### config.mk
export PLATFORM = sky130hd
export DESIGN_NAME = button_gesture_and_encoder_detents_top
export DESIGN_NICKNAME = d
export VERILOG_FILES = /design/src/hdl/bged_pkg.sv /design/src/hdl/bged_div.sv /design/src/hdl/button_gesture_and_encoder_detents_top.sv
export SDC_FILE = /design/constraint.sdc
export NUM_CORES = 1
export LEC_CHECK = 0
export ABC_AREA = 1
export BUFFER_PORTS_ARGS = -buffer_cell sky130_fd_sc_hd__clkbuf_2
export CORE_ASPECT_RATIO = 1.5
export CORE_MARGIN = 4
export CORE_UTILIZATION = 65
export CTS_CLUSTER_SIZE = 14
export DETAILED_ROUTE_END_ITERATION = 8
export GPL_TIMING_DRIVEN = 0
export PLACE_DENSITY = 0.84
export REMOVE_ABC_BUFFERS = 1
export SLEW_MARGIN = 15
export SYNTH_ARGS = -nofsm -noshare
export SYNTH_HDL_FRONTEND = slang
export SYNTH_HIERARCHICAL = 1
export SYNTH_SLANG_ARGS = --single-unit
### constraint.sdc
create_clock -name clock -period 10.23 [get_ports clock]
set_clock_uncertainty 0.2 [all_clocks]
set_input_delay 1.023 -clock clock [delete_from_list [all_inputs] [get_ports clock]]
set_output_delay 1.023 -clock clock [all_outputs]
set_load 0.005 [all_outputs]
### src/hdl/bged_pkg.sv
// Shared types and codes for the button gesture and encoder detent block.
// No dependencies; every other file refers to this package by scoped names.
`default_nettype none

package bged_pkg;

   // Fixed field widths of the transfer payloads.
   localparam int unsigned TIME_WIDTH      = 32;
   localparam int unsigned ENC_COUNT_WIDTH = 16;
   localparam int unsigned CSR_INDEX_WIDTH = 3;
   localparam int unsigned CSR_DATA_WIDTH  = 16;
   localparam int unsigned DETENT_WIDTH    = 5;

   // Operation codes of an input item.
   localparam logic [1:0] OP_PRESS   = 2'd0;
   localparam logic [1:0] OP_RELEASE = 2'd1;
   localparam logic [1:0] OP_POLL    = 2'd2;

   // Button event codes of a result item.
   localparam logic [1:0] EV_NONE   = 2'd0;
   localparam logic [1:0] EV_CLICK  = 2'd1;
   localparam logic [1:0] EV_DOUBLE = 2'd2;
   localparam logic [1:0] EV_LONG   = 2'd3;

   // Configuration register indexes.
   localparam logic [CSR_INDEX_WIDTH-1:0] CSR_EDGE_GUARD   = 3'd0;
   localparam logic [CSR_INDEX_WIDTH-1:0] CSR_MIN_TAP      = 3'd1;
   localparam logic [CSR_INDEX_WIDTH-1:0] CSR_LONG_PRESS   = 3'd2;
   localparam logic [CSR_INDEX_WIDTH-1:0] CSR_DOUBLE_CLICK = 3'd3;
   localparam logic [CSR_INDEX_WIDTH-1:0] CSR_DETENT       = 3'd4;
   localparam logic [CSR_INDEX_WIDTH-1:0] CSR_INVERT       = 3'd5;

   // Register reset values.
   localparam logic [15:0] EDGE_GUARD_RESET   = 16'd10;
   localparam logic [15:0] MIN_TAP_RESET      = 16'd30;
   localparam logic [15:0] LONG_PRESS_RESET   = 16'd600;
   localparam logic [15:0] DOUBLE_CLICK_RESET = 16'd450;
   localparam logic [DETENT_WIDTH-1:0] DETENT_RESET = 5'd4;
   localparam logic        INVERT_RESET       = 1'b1;

   typedef struct packed {
      logic [1:0]                 operation;
      logic [TIME_WIDTH-1:0]      time_ms;
      logic                       pin_held;
      logic [ENC_COUNT_WIDTH-1:0] encoder_count;
   } req_type;

   typedef struct packed {
      logic signed [7:0] detents;
      logic [1:0]        button_event;
   } rsp_type;

   // Status of the serial divider as seen by the sequencer.
   typedef struct packed {
      logic busy;
      logic done;
   } div_status_type;

endpackage

`default_nettype wire

### src/hdl/bged_div.sv
// Bit-serial signed divider by a small divisor (1 to 16), one quotient bit per cycle.
// Depends on bged_pkg for the status struct.
`default_nettype none

module bged_div #(
   parameter int unsigned ACC_WIDTH = 18
) (
   input  wire logic                      clock,
   input  wire logic                      reset,
   input  wire logic                      start,
   input  wire logic [ACC_WIDTH-1:0]      numer,
   input  wire logic [4:0]                denom,
   output bged_pkg::div_status_type       status,
   output logic      [ACC_WIDTH-1:0]      quot_mag,
   output logic      [3:0]                rem_mag,
   output logic                           negative
);

   localparam int unsigned CNT_WIDTH = $clog2(ACC_WIDTH + 1);

   logic [CNT_WIDTH-1:0] cnt_ff, cnt_in;
   logic                 done_ff, done_in;
   logic [ACC_WIDTH-1:0] num_ff, num_in;
   logic [3:0]           rem_ff, rem_in;
   logic [4:0]           den_ff, den_in;
   logic                 neg_ff, neg_in;
   logic [4:0]           trial;
   logic                 fits;
   logic [4:0]           reduced;

   // Shift the next dividend bit into the partial remainder and try the subtract.
   assign trial   = {rem_ff, num_ff[ACC_WIDTH-1]};
   assign fits    = (trial >= den_ff);
   assign reduced = trial - den_ff;

   always_comb begin
      cnt_in  = cnt_ff;
      done_in = done_ff;
      num_in  = num_ff;
      rem_in  = rem_ff;
      den_in  = den_ff;
      neg_in  = neg_ff;
      if (start) begin
         neg_in  = numer[ACC_WIDTH-1];
         num_in  = numer[ACC_WIDTH-1] ? (~numer + 1'b1) : numer;
         den_in  = denom;
         rem_in  = 4'd0;
         cnt_in  = CNT_WIDTH'(ACC_WIDTH);
         done_in = 1'b0;
      end else if (cnt_ff != '0) begin
         num_in = {num_ff[ACC_WIDTH-2:0], fits};
         rem_in = fits ? reduced[3:0] : trial[3:0];
         cnt_in = cnt_ff - 1'b1;
         if (cnt_ff == CNT_WIDTH'(1)) begin
            done_in = 1'b1;
         end
      end
   end

   always_ff @(posedge clock) begin
      if (reset) begin
         cnt_ff  <= '0;
         done_ff <= 1'b0;
      end else begin
         cnt_ff  <= cnt_in;
         done_ff <= done_in;
      end
   end

   always_ff @(posedge clock) begin
      num_ff <= num_in;
      rem_ff <= rem_in;
      den_ff <= den_in;
      neg_ff <= neg_in;
   end

   assign status   = '{busy: (cnt_ff != '0), done: done_ff};
   assign quot_mag = num_ff;
   assign rem_mag  = rem_ff;
   assign negative = neg_ff;

endmodule

`default_nettype wire

### src/hdl/button_gesture_and_encoder_detents_top.sv
// Top level of the button gesture and rotary encoder detent detector.
// Depends on bged_pkg and instantiates the serial divider bged_div.
`default_nettype none

// Usage:
// Input items arrive on the req_ channel: a press edge, a release edge or a poll
// tick, each with a millisecond timestamp. Edges produce no result. Every poll
// produces exactly one transfer on the rsp_ channel carrying the whole detents
// turned since the previous poll (saturated to plus or minus 127) and the button
// event classified at that poll (none, click, double click or long press).
// The block works on one item at a time and holds req_stall high while busy.
// A press edge updates the button state and returns to idle; a release edge runs
// the minimum tap check, then the long press check. A poll forms the encoder
// difference and starts the divider, then runs the button checks, waits for the
// divider and registers the result. The detent division runs bit-serially, one
// quotient bit per cycle over COUNTER_WIDTH + 2 bits, while the button timing
// checks step through one shared 32-bit subtract-and-compare unit in parallel.
// The first poll after reset only captures the counter.
// Results sit in an output register; the next item is taken while a result waits.
// If the receiver stalls and a second poll finishes, that poll holds until the
// earlier result transfer completes. The csr_ port is always ready and should be
// written only while the block is idle. Synchronous reset restores the register
// defaults and clears all gesture and encoder state; no clearing pass is needed.

module button_gesture_and_encoder_detents_top #(
   parameter int unsigned COUNTER_WIDTH = 16
) (
   input  wire logic                                     clock,
   input  wire logic                                     reset,
   input  wire logic                                     req_valid,
   output logic                                          req_stall,
   input  wire bged_pkg::req_type                        req_data,
   output logic                                          rsp_valid,
   input  wire logic                                     rsp_stall,
   output bged_pkg::rsp_type                             rsp_data,
   input  wire logic                                     csr_valid,
   output logic                                          csr_ready,
   input  wire logic [bged_pkg::CSR_INDEX_WIDTH-1:0]     csr_index,
   input  wire logic [bged_pkg::CSR_DATA_WIDTH-1:0]      csr_data
);

   // Accumulator holds remainder plus the wrapped delta, with sign and headroom.
   localparam int unsigned ACC_W = COUNTER_WIDTH + 2;
   localparam int unsigned EXT_W = (COUNTER_WIDTH > bged_pkg::ENC_COUNT_WIDTH) ?
                                   COUNTER_WIDTH : bged_pkg::ENC_COUNT_WIDTH;
   localparam int unsigned TW    = bged_pkg::TIME_WIDTH;

   // Sequencer states.
   localparam logic [3:0] ST_IDLE      = 4'd0;
   localparam logic [3:0] ST_PRESS     = 4'd1;
   localparam logic [3:0] ST_REL_MIN   = 4'd2;
   localparam logic [3:0] ST_REL_LONG  = 4'd3;
   localparam logic [3:0] ST_ENC_DIFF  = 4'd4;
   localparam logic [3:0] ST_ENC_ACC   = 4'd5;
   localparam logic [3:0] ST_DIV_START = 4'd6;
   localparam logic [3:0] ST_BTN_GUARD = 4'd7;
   localparam logic [3:0] ST_BTN_MIN   = 4'd8;
   localparam logic [3:0] ST_BTN_LDUR  = 4'd9;
   localparam logic [3:0] ST_BTN_HOLD  = 4'd10;
   localparam logic [3:0] ST_BTN_TAPS  = 4'd11;
   localparam logic [3:0] ST_BTN_CLICK = 4'd12;
   localparam logic [3:0] ST_WAIT_DIV  = 4'd13;
   localparam logic [3:0] ST_RESULT    = 4'd14;

   logic [3:0] state_ff, state_in;

   // Captured item fields.
   logic [TW-1:0]            ms_ff, ms_in;
   logic                     pin_ff, pin_in;
   logic [COUNTER_WIDTH-1:0] cnt_ff, cnt_in;

   // Configuration registers.
   logic [15:0] guard_ff, guard_in;
   logic [15:0] min_tap_ff, min_tap_in;
   logic [15:0] long_ff, long_in;
   logic [15:0] dbl_ff, dbl_in;
   logic [bged_pkg::DETENT_WIDTH-1:0] detent_ff, detent_in;
   logic        invert_ff, invert_in;

   // Encoder state.
   logic [COUNTER_WIDTH-1:0] prev_ff, prev_in;
   logic                     captured_ff, captured_in;
   logic signed [4:0]        rem_ff, rem_in;
   logic [COUNTER_WIDTH-1:0] diff_ff, diff_in;
   logic [ACC_W-1:0]         acc_ff, acc_in;
   logic                     div_on_ff, div_on_in;

   // Button state.
   logic          held_ff, held_in;
   logic [TW-1:0] press_start_ff, press_start_in;
   logic [TW-1:0] last_edge_ff, last_edge_in;
   logic [TW-1:0] first_tap_ff, first_tap_in;
   logic [7:0]    tap_ff, tap_in;
   logic          new_press_ff, new_press_in;
   logic          long_rep_ff, long_rep_in;
   logic          click_wait_ff, click_wait_in;
   logic          resync_ff, resync_in;
   logic          ge_min_ff, ge_min_in;
   logic [1:0]    ev_ff, ev_in;
   logic [7:0]    det_ff, det_in;

   // Output register.
   logic              rsp_valid_ff, rsp_valid_in;
   bged_pkg::rsp_type rsp_data_ff, rsp_data_in;

   // Shared time compare unit: (a - b) mod 2^32 >= threshold.
   logic [TW-1:0] cmp_a, cmp_b, cmp_diff;
   logic [15:0]   cmp_thr;
   logic          cmp_ge;

   // Helpers.
   logic                       req_accept;
   logic [EXT_W-1:0]           enc_ext;
   logic [COUNTER_WIDTH-1:0]   enc_count;
   logic [ACC_W-1:0]           delta_ext;
   logic [ACC_W-1:0]           delta_dir;
   logic [4:0]                 denom;
   logic                       lr_now;
   logic [7:0]                 tap_sat;
   logic                       taps_double;
   logic                       taps_set_first;
   logic [6:0]                 det_mag;
   logic [7:0]                 det_signed;

   // Divider interface.
   logic                       div_start;
   bged_pkg::div_status_type   div_status;
   logic [ACC_W-1:0]           div_quot;
   logic [3:0]                 div_rem;
   logic                       div_neg;

   assign req_accept = req_valid && !req_stall;
   assign req_stall  = (state_ff != ST_IDLE);
   assign csr_ready  = 1'b1;
   assign rsp_valid  = rsp_valid_ff;
   assign rsp_data   = rsp_data_ff;

   // Low counter bits, zero-extended when the counter is wider than the field.
   assign enc_ext   = EXT_W'(req_data.encoder_count);
   assign enc_count = enc_ext[COUNTER_WIDTH-1:0];

   // Wrapped difference as a signed value, then optionally negated.
   assign delta_ext = {{2{diff_ff[COUNTER_WIDTH-1]}}, diff_ff};
   assign delta_dir = invert_ff ? (~delta_ext + 1'b1) : delta_ext;

   // A detent size of zero acts as one, anything above sixteen as sixteen.
   always_comb begin
      if (detent_ff == 5'd0) begin
         denom = 5'd1;
      end else if (detent_ff > 5'd16) begin
         denom = 5'd16;
      end else begin
         denom = detent_ff;
      end
   end

   always_comb begin
      case (state_ff)
         ST_REL_MIN: begin
            cmp_a = ms_ff;        cmp_b = press_start_ff; cmp_thr = min_tap_ff;
         end
         ST_REL_LONG, ST_BTN_HOLD: begin
            cmp_a = ms_ff;        cmp_b = press_start_ff; cmp_thr = long_ff;
         end
         ST_BTN_MIN: begin
            cmp_a = last_edge_ff; cmp_b = press_start_ff; cmp_thr = min_tap_ff;
         end
         ST_BTN_LDUR: begin
            cmp_a = last_edge_ff; cmp_b = press_start_ff; cmp_thr = long_ff;
         end
         ST_BTN_CLICK: begin
            cmp_a = ms_ff;        cmp_b = first_tap_ff;   cmp_thr = dbl_ff;
         end
         default: begin
            cmp_a = ms_ff;        cmp_b = last_edge_ff;   cmp_thr = guard_ff;
         end
      endcase
   end

   assign cmp_diff = cmp_a - cmp_b;
   assign cmp_ge   = (cmp_diff >= TW'(cmp_thr));

   assign tap_sat = (tap_ff == 8'd255) ? tap_ff : (tap_ff + 8'd1);

   // Pending taps pair up: each completed pair is a double click, an odd tap
   // leaves a click waiting with a fresh window.
   assign taps_double    = click_wait_ff ? (tap_ff >= 8'd1) : (tap_ff >= 8'd2);
   assign taps_set_first = click_wait_ff ? (tap_ff >= 8'd2) : (tap_ff >= 8'd1);

   // Saturated, signed detent count from the divider.
   assign det_mag    = (div_quot > ACC_W'(127)) ? 7'd127 : div_quot[6:0];
   assign det_signed = div_neg ? (~{1'b0, det_mag} + 1'b1) : {1'b0, det_mag};

   assign lr_now    = new_press_ff ? 1'b0 : long_rep_ff;
   assign div_start = (state_ff == ST_DIV_START);

   always_comb begin
      state_in       = state_ff;
      ms_in          = ms_ff;
      pin_in         = pin_ff;
      cnt_in         = cnt_ff;
      guard_in       = guard_ff;
      min_tap_in     = min_tap_ff;
      long_in        = long_ff;
      dbl_in         = dbl_ff;
      detent_in      = detent_ff;
      invert_in      = invert_ff;
      prev_in        = prev_ff;
      captured_in    = captured_ff;
      rem_in         = rem_ff;
      diff_in        = diff_ff;
      acc_in         = acc_ff;
      div_on_in      = div_on_ff;
      held_in        = held_ff;
      press_start_in = press_start_ff;
      last_edge_in   = last_edge_ff;
      first_tap_in   = first_tap_ff;
      tap_in         = tap_ff;
      new_press_in   = new_press_ff;
      long_rep_in    = long_rep_ff;
      click_wait_in  = click_wait_ff;
      resync_in      = resync_ff;
      ge_min_in      = ge_min_ff;
      ev_in          = ev_ff;
      det_in         = det_ff;
      rsp_valid_in   = rsp_valid_ff;
      rsp_data_in    = rsp_data_ff;

      if (rsp_valid_ff && !rsp_stall) begin
         rsp_valid_in = 1'b0;
      end

      if (csr_valid && csr_ready) begin
         case (csr_index)
            bged_pkg::CSR_EDGE_GUARD:   guard_in   = csr_data;
            bged_pkg::CSR_MIN_TAP:      min_tap_in = csr_data;
            bged_pkg::CSR_LONG_PRESS:   long_in    = csr_data;
            bged_pkg::CSR_DOUBLE_CLICK: dbl_in     = csr_data;
            bged_pkg::CSR_DETENT:       detent_in  = csr_data[bged_pkg::DETENT_WIDTH-1:0];
            bged_pkg::CSR_INVERT:       invert_in  = csr_data[0];
            default: ;
         endcase
      end

      case (state_ff)
         ST_IDLE: begin
            if (req_accept) begin
               ms_in  = req_data.time_ms;
               pin_in = req_data.pin_held;
               cnt_in = enc_count;
               case (req_data.operation)
                  bged_pkg::OP_PRESS:   state_in = ST_PRESS;
                  bged_pkg::OP_RELEASE: state_in = ST_REL_MIN;
                  bged_pkg::OP_POLL:    state_in = ST_ENC_DIFF;
                  default:              state_in = ST_IDLE;
               endcase
            end
         end

         ST_PRESS: begin
            if (!held_ff && cmp_ge) begin
               held_in        = 1'b1;
               press_start_in = ms_ff;
               new_press_in   = 1'b1;
            end
            last_edge_in = ms_ff;
            state_in     = ST_IDLE;
         end

         ST_REL_MIN: begin
            ge_min_in = cmp_ge;
            state_in  = ST_REL_LONG;
         end

         ST_REL_LONG: begin
            if (held_ff && ge_min_ff) begin
               held_in = 1'b0;
               if (!cmp_ge) begin
                  tap_in = tap_sat;
               end
            end
            last_edge_in = ms_ff;
            state_in     = ST_IDLE;
         end

         ST_ENC_DIFF: begin
            ev_in = bged_pkg::EV_NONE;
            det_in = 8'd0;
            prev_in = cnt_ff;
            if (!captured_ff) begin
               captured_in = 1'b1;
               div_on_in   = 1'b0;
               state_in    = ST_BTN_GUARD;
            end else begin
               diff_in   = cnt_ff - prev_ff;
               div_on_in = 1'b1;
               state_in  = ST_ENC_ACC;
            end
         end

         ST_ENC_ACC: begin
            acc_in   = {{(ACC_W-5){rem_ff[4]}}, rem_ff} + delta_dir;
            state_in = ST_DIV_START;
         end

         ST_DIV_START: begin
            state_in = ST_BTN_GUARD;
         end

         ST_BTN_GUARD: begin
            resync_in = held_ff && !pin_ff && cmp_ge;
            state_in  = ST_BTN_MIN;
         end

         ST_BTN_MIN: begin
            ge_min_in = cmp_ge;
            state_in  = ST_BTN_LDUR;
         end

         ST_BTN_LDUR: begin
            // A stale held state with the pin up is closed at the last edge.
            if (resync_ff) begin
               held_in = 1'b0;
               if (ge_min_ff && !cmp_ge) begin
                  tap_in = tap_sat;
               end
            end
            state_in = ST_BTN_HOLD;
         end

         ST_BTN_HOLD: begin
            new_press_in = 1'b0;
            long_rep_in  = lr_now;
            if (held_ff && !lr_now && cmp_ge) begin
               long_rep_in   = 1'b1;
               ev_in         = bged_pkg::EV_LONG;
               click_wait_in = 1'b0;
            end
            state_in = ST_BTN_TAPS;
         end

         ST_BTN_TAPS: begin
            if (!long_rep_ff) begin
               click_wait_in = click_wait_ff ^ tap_ff[0];
               if (taps_double) begin
                  ev_in = bged_pkg::EV_DOUBLE;
               end
               if (taps_set_first) begin
                  first_tap_in = ms_ff;
               end
            end
            tap_in   = 8'd0;
            state_in = ST_BTN_CLICK;
         end

         ST_BTN_CLICK: begin
            if (click_wait_ff && cmp_ge) begin
               ev_in         = bged_pkg::EV_CLICK;
               click_wait_in = 1'b0;
            end
            state_in = ST_WAIT_DIV;
         end

         ST_WAIT_DIV: begin
            if (!div_on_ff) begin
               state_in = ST_RESULT;
            end else if (div_status.done && !div_status.busy) begin
               det_in   = det_signed;
               rem_in   = div_neg ? (~{1'b0, div_rem} + 1'b1) : {1'b0, div_rem};
               state_in = ST_RESULT;
            end
         end

         ST_RESULT: begin
            if (!rsp_valid_ff || !rsp_stall) begin
               rsp_valid_in                = 1'b1;
               rsp_data_in.detents         = det_ff;
               rsp_data_in.button_event    = ev_ff;
               state_in                    = ST_IDLE;
            end
         end

         default: begin
            state_in = ST_IDLE;
         end
      endcase
   end

   always_ff @(posedge clock) begin
      if (reset) begin
         state_ff       <= ST_IDLE;
         guard_ff       <= bged_pkg::EDGE_GUARD_RESET;
         min_tap_ff     <= bged_pkg::MIN_TAP_RESET;
         long_ff        <= bged_pkg::LONG_PRESS_RESET;
         dbl_ff         <= bged_pkg::DOUBLE_CLICK_RESET;
         detent_ff      <= bged_pkg::DETENT_RESET;
         invert_ff      <= bged_pkg::INVERT_RESET;
         prev_ff        <= '0;
         captured_ff    <= 1'b0;
         rem_ff         <= '0;
         div_on_ff      <= 1'b0;
         held_ff        <= 1'b0;
         press_start_ff <= '0;
         last_edge_ff   <= '0;
         first_tap_ff   <= '0;
         tap_ff         <= '0;
         new_press_ff   <= 1'b0;
         long_rep_ff    <= 1'b0;
         click_wait_ff  <= 1'b0;
         resync_ff      <= 1'b0;
         ge_min_ff      <= 1'b0;
         ev_ff          <= bged_pkg::EV_NONE;
         det_ff         <= '0;
         rsp_valid_ff   <= 1'b0;
      end else begin
         state_ff       <= state_in;
         guard_ff       <= guard_in;
         min_tap_ff     <= min_tap_in;
         long_ff        <= long_in;
         dbl_ff         <= dbl_in;
         detent_ff      <= detent_in;
         invert_ff      <= invert_in;
         prev_ff        <= prev_in;
         captured_ff    <= captured_in;
         rem_ff         <= rem_in;
         div_on_ff      <= div_on_in;
         held_ff        <= held_in;
         press_start_ff <= press_start_in;
         last_edge_ff   <= last_edge_in;
         first_tap_ff   <= first_tap_in;
         tap_ff         <= tap_in;
         new_press_ff   <= new_press_in;
         long_rep_ff    <= long_rep_in;
         click_wait_ff  <= click_wait_in;
         resync_ff      <= resync_in;
         ge_min_ff      <= ge_min_in;
         ev_ff          <= ev_in;
         det_ff         <= det_in;
         rsp_valid_ff   <= rsp_valid_in;
      end
   end

   // Payload registers carry no reset.
   always_ff @(posedge clock) begin
      ms_ff       <= ms_in;
      pin_ff      <= pin_in;
      cnt_ff      <= cnt_in;
      diff_ff     <= diff_in;
      acc_ff      <= acc_in;
      rsp_data_ff <= rsp_data_in;
   end

   bged_div #(
      .ACC_WIDTH (ACC_W)
   ) u_div (
      .clock    (clock),
      .reset    (reset),
      .start    (div_start),
      .numer    (acc_ff),
      .denom    (denom),
      .status   (div_status),
      .quot_mag (div_quot),
      .rem_mag  (div_rem),
      .negative (div_neg)
   );

endmodule

`default_nettype wire
==> results of run 1 <==
## worst paths after layout
check                        to  slack [ns]  cells past startpoint
max          press_start_ff[22]        3.84                     28
min                 rsp_data[8]        0.23                      0
max reg2reg  press_start_ff[22]        3.84                     28
min reg2reg         rsp_data[8]        0.23                      0
## routing by layer
layer / wire (µm) / GRT usage [%] / vias to the layer above
li1: - / - / 8392
met1: 16700 / 29.1 / 7790
met2: 25900 / 57.5 / 556
met3: 2310 / 3.99 / 195
met4: 2630 / 16.7 / 0
met5: 0 / 0 / -
## state kept, by name, indices dropped and copies added (netlist names), 18 cells and up
register	count
last_edge_ff	32
ms_ff	32
acc_ff	18
first_tap_ff	32
u_div/quot_mag	18
press_start_ff	32
## cells by family after synthesis
family,Yosys count
flops,345
compound gates,540
fa+ha+maj,98
buf+inv,421
simple gates,1042
xor+xnor,80
other cells,1
mux,1
## per-stage QoR
stage | cells | cell area, µm² | power, mW
global route | 2987 | 20800 | 7.20
detailed placement | 2927 | 19700 | 5.42
CTS | 2987 | 20800 | 6.64
finish | 2988 | 20800 | 6.65
floorplan | 2441 | 18500 | 4.41
global placement | 2917 | 19400 | 5.24
## worst register-to-register path, delay by kind of cell, from the launching register on
family,cells,cell delay (ns)
adder cells (fa/ha/maj),3,0.98
buffers and inverters,4,0.91
flip-flops,1,0.53
AO/OA/AOI/OAI,4,0.76
AND/OR/NAND/NOR,16,2.74
XOR/XNOR,1,0.12
## cell usage in the layout, fill, tap and decap left out, types with 32 or more instances in the layout
master and count:
nor2_1 291, nand2_1 550, clkbuf_16 35, o22ai_1 32, edfxtp_1 117, clkbuf_2 86
xor2_1 61, a21oi_1 223, ha_1 94, nand3_1 102, o21ai_0 214, inv_1 312
dfxtp_1 228
## final cells by class
type	instances	share of cell area, %
well taps	390	2.35
repair buffers	96	3.11
clock buffers	50	4.78
inverters	334	6.06
multi-input cells	1762	44.5
clock inverters	10	0.319
diodes	1	0.0121
flip-flops and latches	345	38.9
## where the power goes
group          switching (mW)  leakage, nW  total [mW]  internal (mW)
clock network           0.527        0.522        1.21          0.678
logic                    2.31         5.70        3.49           1.18
registers               0.194         2.95        1.96           1.76
total                    3.03         9.17        6.65           3.62
==> metrics.md, run 1 <==
| Metric | Value |
|---|---|
| Syn_area_per_cell | `7.46 µm²` |
| Layout cells sized above 1 | `7.82%` |
| Cts bufs inserted | `34` |
| Relative slew slack | `20.2%` |
| Grt ovf | `0` |
| Critical path's largest stage delay | `~0.60 ns` |
| Ports | `88` |
| Pleak | `9.17 nW` |
| Routed wire length | `47,500 µm` |
| Number of global-route vias before repair | `16,837` |
| Gate Count Post-Synth | `~2,500` |
| Synth warn | `6` |
| PortBufs | `86` |
| Final #Nets | `2,746` |
| Part of the cycle the worst path needs | `62.5%` |
| Worst Path Max Fanout | `66` |
| Dpl hpwl | `34,200 µm` |
| Seq/Total Area, Yosys | `between 40 and 50%` |
| Pwr per Cell Area | `between 300 and 400 nW/µm²` |
| Remaining antenna violation count | `0` |
| Yosys reg bits | `345` |
| Hold_sp | `det_ff[6]` |
| Drt wl/cell | `15.9 µm` |
| Postcts setup bufs | `0` |
| Multi-input gate area | `9230 µm²` |
| Synth area leader | `dfxtp_1` |
| Number of synthesized flops with an enable pin | `117` |
| TritonCTS clock tree | `built` |
| Total Neg Setup Slack | `0 ns` |
| Synth area leaders | `dfxtp_1 24%, edfxtp_1 19%, nand2_1 11%` |
| Drt drc | `0` |
| Top_reg_cell synth | `dfxtp_1` |
| CTS Hold Bufs | `0` |
| Clock root buffer | `clkbuf_16` |
| Max frequency | `about 0.16 GHz` |
| Asr flop ratio synth | `0%` |
| Commonest cells post-synth | `550 x nand2_1, 314 x inv_1, 296 x nor2_1` |
| Pin count of the biggest net entering global routing | `~120` |
| Setup violators final | `0` |
| Worst setup EP type | `flop` |
| Crit path kind | `reg -> reg` |
| First-pass GRT wire length | `a little under 80,000 µm` |
| Most common cell in the synthesized netlist | `nand2_1` |
| Worst-path clk slew | `0.06 ns` |
| Clock latency on the worst-skew pair | `0.53 ns` |
| First drt pass iteration count | `6` |
| Final setup margin | `3.84 ns` |
| FF-to-FF Start | `state_ff[3]` |
| FP Rows | `76` |
| Worst setup SP type | `flop` |
| Type of the most critical hold path | `reg -> reg` |
| Post-synthesis compound-gate area fraction | `15.4%` |
| CP dominant cell by count | `nand2_1` |
| Synthesized cell area | `18,900 µm²` |
| Worst path arrival time | `6.56 ns` |
| Distinct cell type count after synthesis | `57` |
| Final Hold Viols | `0` |
| Simple-gate portion of the synthesized area | `between 20% and 30%` |
| Starting Density | `65.7%` |
| Fill cell count | `2,270` |
| Reg area | `8080 µm²` |
| Antenna violations before repair | `0` |
| GP Congestion | `between 0.9 and 1` |
| Core Box Area | `28,700 µm²` |
| Bufs and invs on worst path | `4` |
| Post-cts sizing count | `0` |
| Max-cap violations | `0` |
| DP Worst Slack | `around 4 ns` |
| Vias per std cell | `about 5.7` |
| Area grow syn2layout | `10.0%` |
| Layout Utilization | `72.3%` |
| Slew @ Worst Pin | `1.19 ns` |
| CP Launch Point | `state_ff[3]` |
| Horiz. Die Dim | `147 µm` |
| Die Y-Extent | `~220 µm` |
| Slew Viols, Final | `0` |
| H-tree Lvls | `2` |
| CTS max path bufs | `3` |
| Tmin final | `6.39 ns` |
| Post-synthesis xor/xnor area fraction | `3.71%` |
| Status | `completed` |
| Hold Slack | `0.232 ns` |
| GRT Total Usage | `29.4%` |
| Via count | `16,933` |
| Clock sinks | `345` |
| Largest family of logic cells by synthesized area | `simple AND/OR/NAND/NOR gates` |
| Post-synth top area share | `around 24%` |
| Peak VDD IR | `227 µV` |
| Mux cell area share after synthesis | `0.0530%` |
| Initial drt markers | `1,142` |
| Adder-cell share of the synthesized area | `under 10%` |
| Die ar. | `31,900 µm²` |
| WP data required | `about 10 ns` |
| Slowest CP cell | `nand3_4` |
| RSZ-0062 raised after global routing | `no` |
| Delay-heaviest family, CP | `simple AND/OR/NAND/NOR gates` |
(Power assumes the default switching activity.)
==> inputs of run 2 (changes only) <==
--- a/config.mk
+++ b/config.mk
@@ -5,15 +5,15 @@
 export SDC_FILE = /design/constraint.sdc
 export NUM_CORES = 1
 export LEC_CHECK = 0
-export ABC_AREA = 1
+export ABC_AREA = 0
 export BUFFER_PORTS_ARGS = -buffer_cell sky130_fd_sc_hd__clkbuf_2
 export CORE_ASPECT_RATIO = 1.5
 export CORE_MARGIN = 4
-export CORE_UTILIZATION = 65
+export CORE_UTILIZATION = 56
 export CTS_CLUSTER_SIZE = 14
 export DETAILED_ROUTE_END_ITERATION = 8
 export GPL_TIMING_DRIVEN = 0
-export PLACE_DENSITY = 0.84
+export PLACE_DENSITY = 0.77
 export REMOVE_ABC_BUFFERS = 1
 export SLEW_MARGIN = 15
 export SYNTH_ARGS = -nofsm -noshare
==> constraint.sdc (replaced) <==
create_clock -name clock -period 5.27 [get_ports clock]
set_clock_uncertainty 0.2 [all_clocks]
set_input_delay 0.527 -clock clock [delete_from_list [all_inputs] [get_ports clock]]
set_output_delay 0.527 -clock clock [all_outputs]
set_load 0.005 [all_outputs]
==> run 2 against run 1 <==
Effect of this change: the flow now finishes with violations (setup timing); global-route usage decreased by 3.5 points; combinational power is 31% lower; critical path depth fell by 4; via count is 7.4% lower; design area rose by 4.0%; critical endpoint is now tap_ff[6]; largest power group is now sequential cells; highest routed layer is now met5.
==> metrics.md, run 2 <==
| Metric | Value |
|---|---|
| Status | `finished with violations (was completed)` |
| Violated checks | `setup timing` |
| Clock sinks | `345 (unchanged)` |
| Part of the cycle the worst path needs | `108% (was 62.5%)` |
| GRT Total Usage | `25.9% (was 29.4%)` |
| PortBufs | `86 (unchanged)` |
| Gate Count Post-Synth | `2,052 (was 2,528)` |
| Clock share of power | `28.7% (was 18.1%)` |
| Ports | `88 (unchanged)` |
| Core Box Area | `32,500 µm² (was 28,700 µm²)` |
| Via count | `15,676 (was 16,933)` |
| Relative slew slack | `32.4% (was 20.2%)` |
| DP Area | `19,300 µm² (was 19,700 µm²)` |
| First-pass GRT wire length | `76,400 µm (was 77,200 µm)` |
| Layout Utilization | `66.3% (was 72.3%)` |
| Int Power | `5.46 mW (was 3.62 mW)` |
| Non-Filler Instances | `2,618 (was 2,988)` |
| RSZ-0062 raised after global routing | `yes (was no)` |
| Crit path kind | `reg -> reg (unchanged)` |
| Die Y-Extent | `230 µm (was 217 µm)` |
| PnR Total Power | `8.09 mW (was 6.65 mW)` |
| Horiz. Die Dim | `156 µm (was 147 µm)` |
| Reg area | `8090 µm² (was 8080 µm²)` |
| Slew Viols, Final | `0 (unchanged)` |
| GRT met2 Usage | `49.3% (was 57.5%)` |
| Clock latency on the worst-skew pair | `0.53 ns (about the same)` |
| Area grow syn2layout | `17.4% (was 10.0%)` |
| Switching Share | `32.6% (was 45.6%)` |
| Seq/Total Area, Yosys | `43.9% (was 42.8%)` |
| Worst setup SP type | `flop (unchanged)` |
| Dpl hpwl | `30,700 µm (was 34,200 µm)` |
| Final setup margin | `-0.425 ns (was 3.84 ns)` |
| Commonest cells after routing, fill and taps aside | `320 x nand2_1, 226 x a21oi_1, 224 x dfxtp_1 (was 550 x nand2_1, 312 x inv_1, 291 x nor2_1)` |
| Pwr per Cell Area | `375 nW/µm² (was 320 nW/µm²)` |
| Worst path arrival time | `5.96 ns (was 6.56 ns)` |
| Top_reg_cell synth | `dfxtp_1 (unchanged)` |
| ANT cells | `0 (was 1)` |
| Asr flop ratio synth | `0% (unchanged)` |
| Number of synthesized flops with an enable pin | `117 (unchanged)` |
| Synth area leaders | `dfxtp_1 25%, edfxtp_1 19%, nand2_1 6.6% (was dfxtp_1 24%, edfxtp_1 19%, nand2_1 11%)` |
| Max-cap violations | `0 (unchanged)` |
| FP Rows | `81 (was 76)` |
| TritonCTS clock tree | `built (unchanged)` |
| Layout cells sized above 1 | `13.8% (was 7.82%)` |
| WP data required | `5.53 ns (was 10.40 ns)` |
| Sequential share of power | `41.3% (was 29.4%)` |
| Initial drt markers | `956 (was 1,142)` |
| Die ar. | `35,900 µm² (was 31,900 µm²)` |
| Worst-path clk slew | `0.07 ns (was 0.06 ns)` |
| Setup violators final | `48 (was 0)` |
| H-tree Lvls | `2 (unchanged)` |
| Tmin final | `5.69 ns (was 6.39 ns)` |
| First drt pass iteration count | `6 (unchanged)` |
| Most common cell after layout, fill and taps aside | `nand2_1 (unchanged)` |
| Remaining antenna violation count | `0 (unchanged)` |
| Final #Nets | `2,351 (was 2,746)` |
| Distinct cell type count after synthesis | `81 (was 57)` |
| Total Neg Setup Slack | `-15.73 ns (was 0 ns)` |
| Synth warn | `6 (unchanged)` |
| Met1 Use GR | `26.4% (was 29.1%)` |
| Type of the most critical hold path | `in -> reg (was reg -> reg)` |
| Yosys reg bits | `345 (unchanged)` |
| Sw power | `2.64 mW (was 3.03 mW)` |
| Most Crowded Layer GR | `met2 (unchanged)` |
| Synth area leader | `dfxtp_1 (unchanged)` |
| Placed Cells | `2,455 (was 2,927)` |
| Routed wire length | `47,300 µm (was 47,500 µm)` |
| Drt drc | `0 (unchanged)` |
| Slew @ Worst Pin | `1.01 ns (was 1.19 ns)` |
| Cts bufs inserted | `34 (unchanged)` |
| Met3 usage | `3.84% (was 3.99%)` |
| GP Congestion | `0.888 (was 0.924)` |
| Number of global-route vias before repair | `15,870 (was 16,837)` |
| Multi-input gate area | `9880 µm² (was 9230 µm²)` |
| Clock root buffer | `clkbuf_16 (unchanged)` |
| Starting Density | `56.5% (was 65.7%)` |
| Drt wl/cell | `18.0 µm (was 15.9 µm)` |
| Max frequency | `0.176 GHz (was 0.156 GHz)` |
| Antenna violations before repair | `1 (was 0)` |
| Fill cell count | `2,526 (was 2,270)` |
| Commonest cells post-synth | `321 x nand2_1, 231 x a21oi_1, 228 x dfxtp_1 (was 550 x nand2_1, 314 x inv_1, 296 x nor2_1)` |
| Vias per std cell | `5.99 (was 5.67)` |
| Worst setup EP type | `flop (unchanged)` |
| Syn_area_per_cell | `8.96 µm² (was 7.46 µm²)` |
| Gate power share | `30.0% (was 52.4%)` |
| Worst Path Max Fanout | `8 (was 66)` |
| Pleak | `8.29 nW (was 9.17 nW)` |
| Final instance area | `21,600 µm² (was 20,800 µm²)` |
| Post-synth top area share | `24.8% (was 24.2%)` |
| Peak VDD IR | `299 µV (was 227 µV)` |
| Pin count of the biggest net entering global routing | `116 (was 123)` |
| Final Hold Viols | `0 (unchanged)` |
| CTS max path bufs | `3 (unchanged)` |
| Grt ovf | `0 (unchanged)` |
| Synthesized cell area | `18,400 µm² (was 18,900 µm²)` |
| Most common cell in the synthesized netlist | `nand2_1 (unchanged)` |
run 2: cell types whose count changed in the layout (fill, tap and decap cells not counted), sizes merged, moves of 32 or more:
cell         change
o21ai          -161
mux2i           +74
o22ai           -32
nand3           -55
nor2           -124
nand2          -238
dlygate4sd3     +47
xor2            -37
xnor2           +39
buf             +53
inv            -263
run 2: routing by layer:
layer | wire, µm | vias to the layer above
met1 | 16800 | 7420
met4 | 2720 | 2
met3 | 2370 | 169
li1 | - | 7579
met2 | 25300 | 506
met5 | 14 | -
run 2: area by class of cell:
type                       count  share of cell area (%)
sequential                   345                    37.5
timing repair buffer         201                    8.26
multi-input combinational   1526                    45.8
tap                          415                    2.41
clock buffer                  51                    4.48
clock inverter                10                   0.365
inverter                      70                    1.22
run 2: per-stage QoR:
step | hold WS, ns | setup WS (ns)
6_report | 0.0268 | -0.425
5_1_grt | 0.0263 | -0.619
4_1_cts | 0.0311 | -0.296
3_5_place_dp | 0.214 | -2.70
3_3_place_gp | 0.213 | -4.84
2_1_floorplan | 0.201 | -2.18
run 2: worst max-delay path: stages, from the launching register on:
cell	delay, ns
dfxtp_4	0.41
and4bb_4	0.23
buf_16	0.15
buf_4	0.14
buf_4	0.13
a22o_1	0.18
a21oi_2	0.11
ha_2	0.29
a21o_1	0.18
or3_4	0.36
o211ai_4	0.26
o21ai_2	0.11
xor2_1	0.16
ha_1	0.29
nor2b_1	0.14
a2111oi_2	0.27
a31oi_2	0.24
nor4b_2	0.30
mux2i_1	0.11
nor3_1	0.19
and4_4	0.33
a31oi_4	0.14
buf_6	0.20
or3_4	0.32
a21oi_1	0.13
run 2: path summary, 6_finish.rpt:
check / start / end / slack (ns) / depth (start not counted)
max: state_ff[1] / tap_ff[6] / -0.42 / 24
max reg2reg: state_ff[1] / tap_ff[6] / -0.42 / 24
min reg2reg: det_ff[2] / rsp_data[4] / 0.23 / 0
min: req_data[2] / cnt_ff[2] / 0.03 / 1
run 2: what timing repair did:
action,in CTS,in global routing
gates resized for setup,52,15
pin swaps,37,9
endpoints found under the setup margin,48,48
hold endpoints to repair,47,0
hold buffers,47,0
cloned,7,0
setup buffers,42,6
run 2: logic make-up (layout without fill, tap and decap cells):
| family | count (synthesis) | after routing | share of synthesized area [%] |
|---|---|---|---|
| AND/OR/NAND/NOR | 743 | 743 | 18.2 |
| AO/OA/AOI/OAI | 495 | 496 | 17.2 |
| flip-flops | 345 | 345 | 43.9 |
| buffers and inverters | 182 | 332 | 3.93 |
| multiplexers | 106 | 106 | 5.98 |
| adder cells (fa/ha/maj) | 98 | 98 | 6.83 |
| XOR/XNOR | 82 | 82 | 3.91 |
| other | 1 | 1 | 0.0204 |
run 2: power groups by stage:
stage / combinational, mW / clock [mW] / sequential [mW]
final: 2.42 / 2.33 / 3.34
after global routing: 2.67 / 2.47 / 3.38
after CTS: 2.35 / 2.37 / 3.34
after detailed placement: 2.10 / 0 / 3.41
after global placement: 1.98 / 0 / 3.40
after floorplan: 1.55 / 0 / 3.32
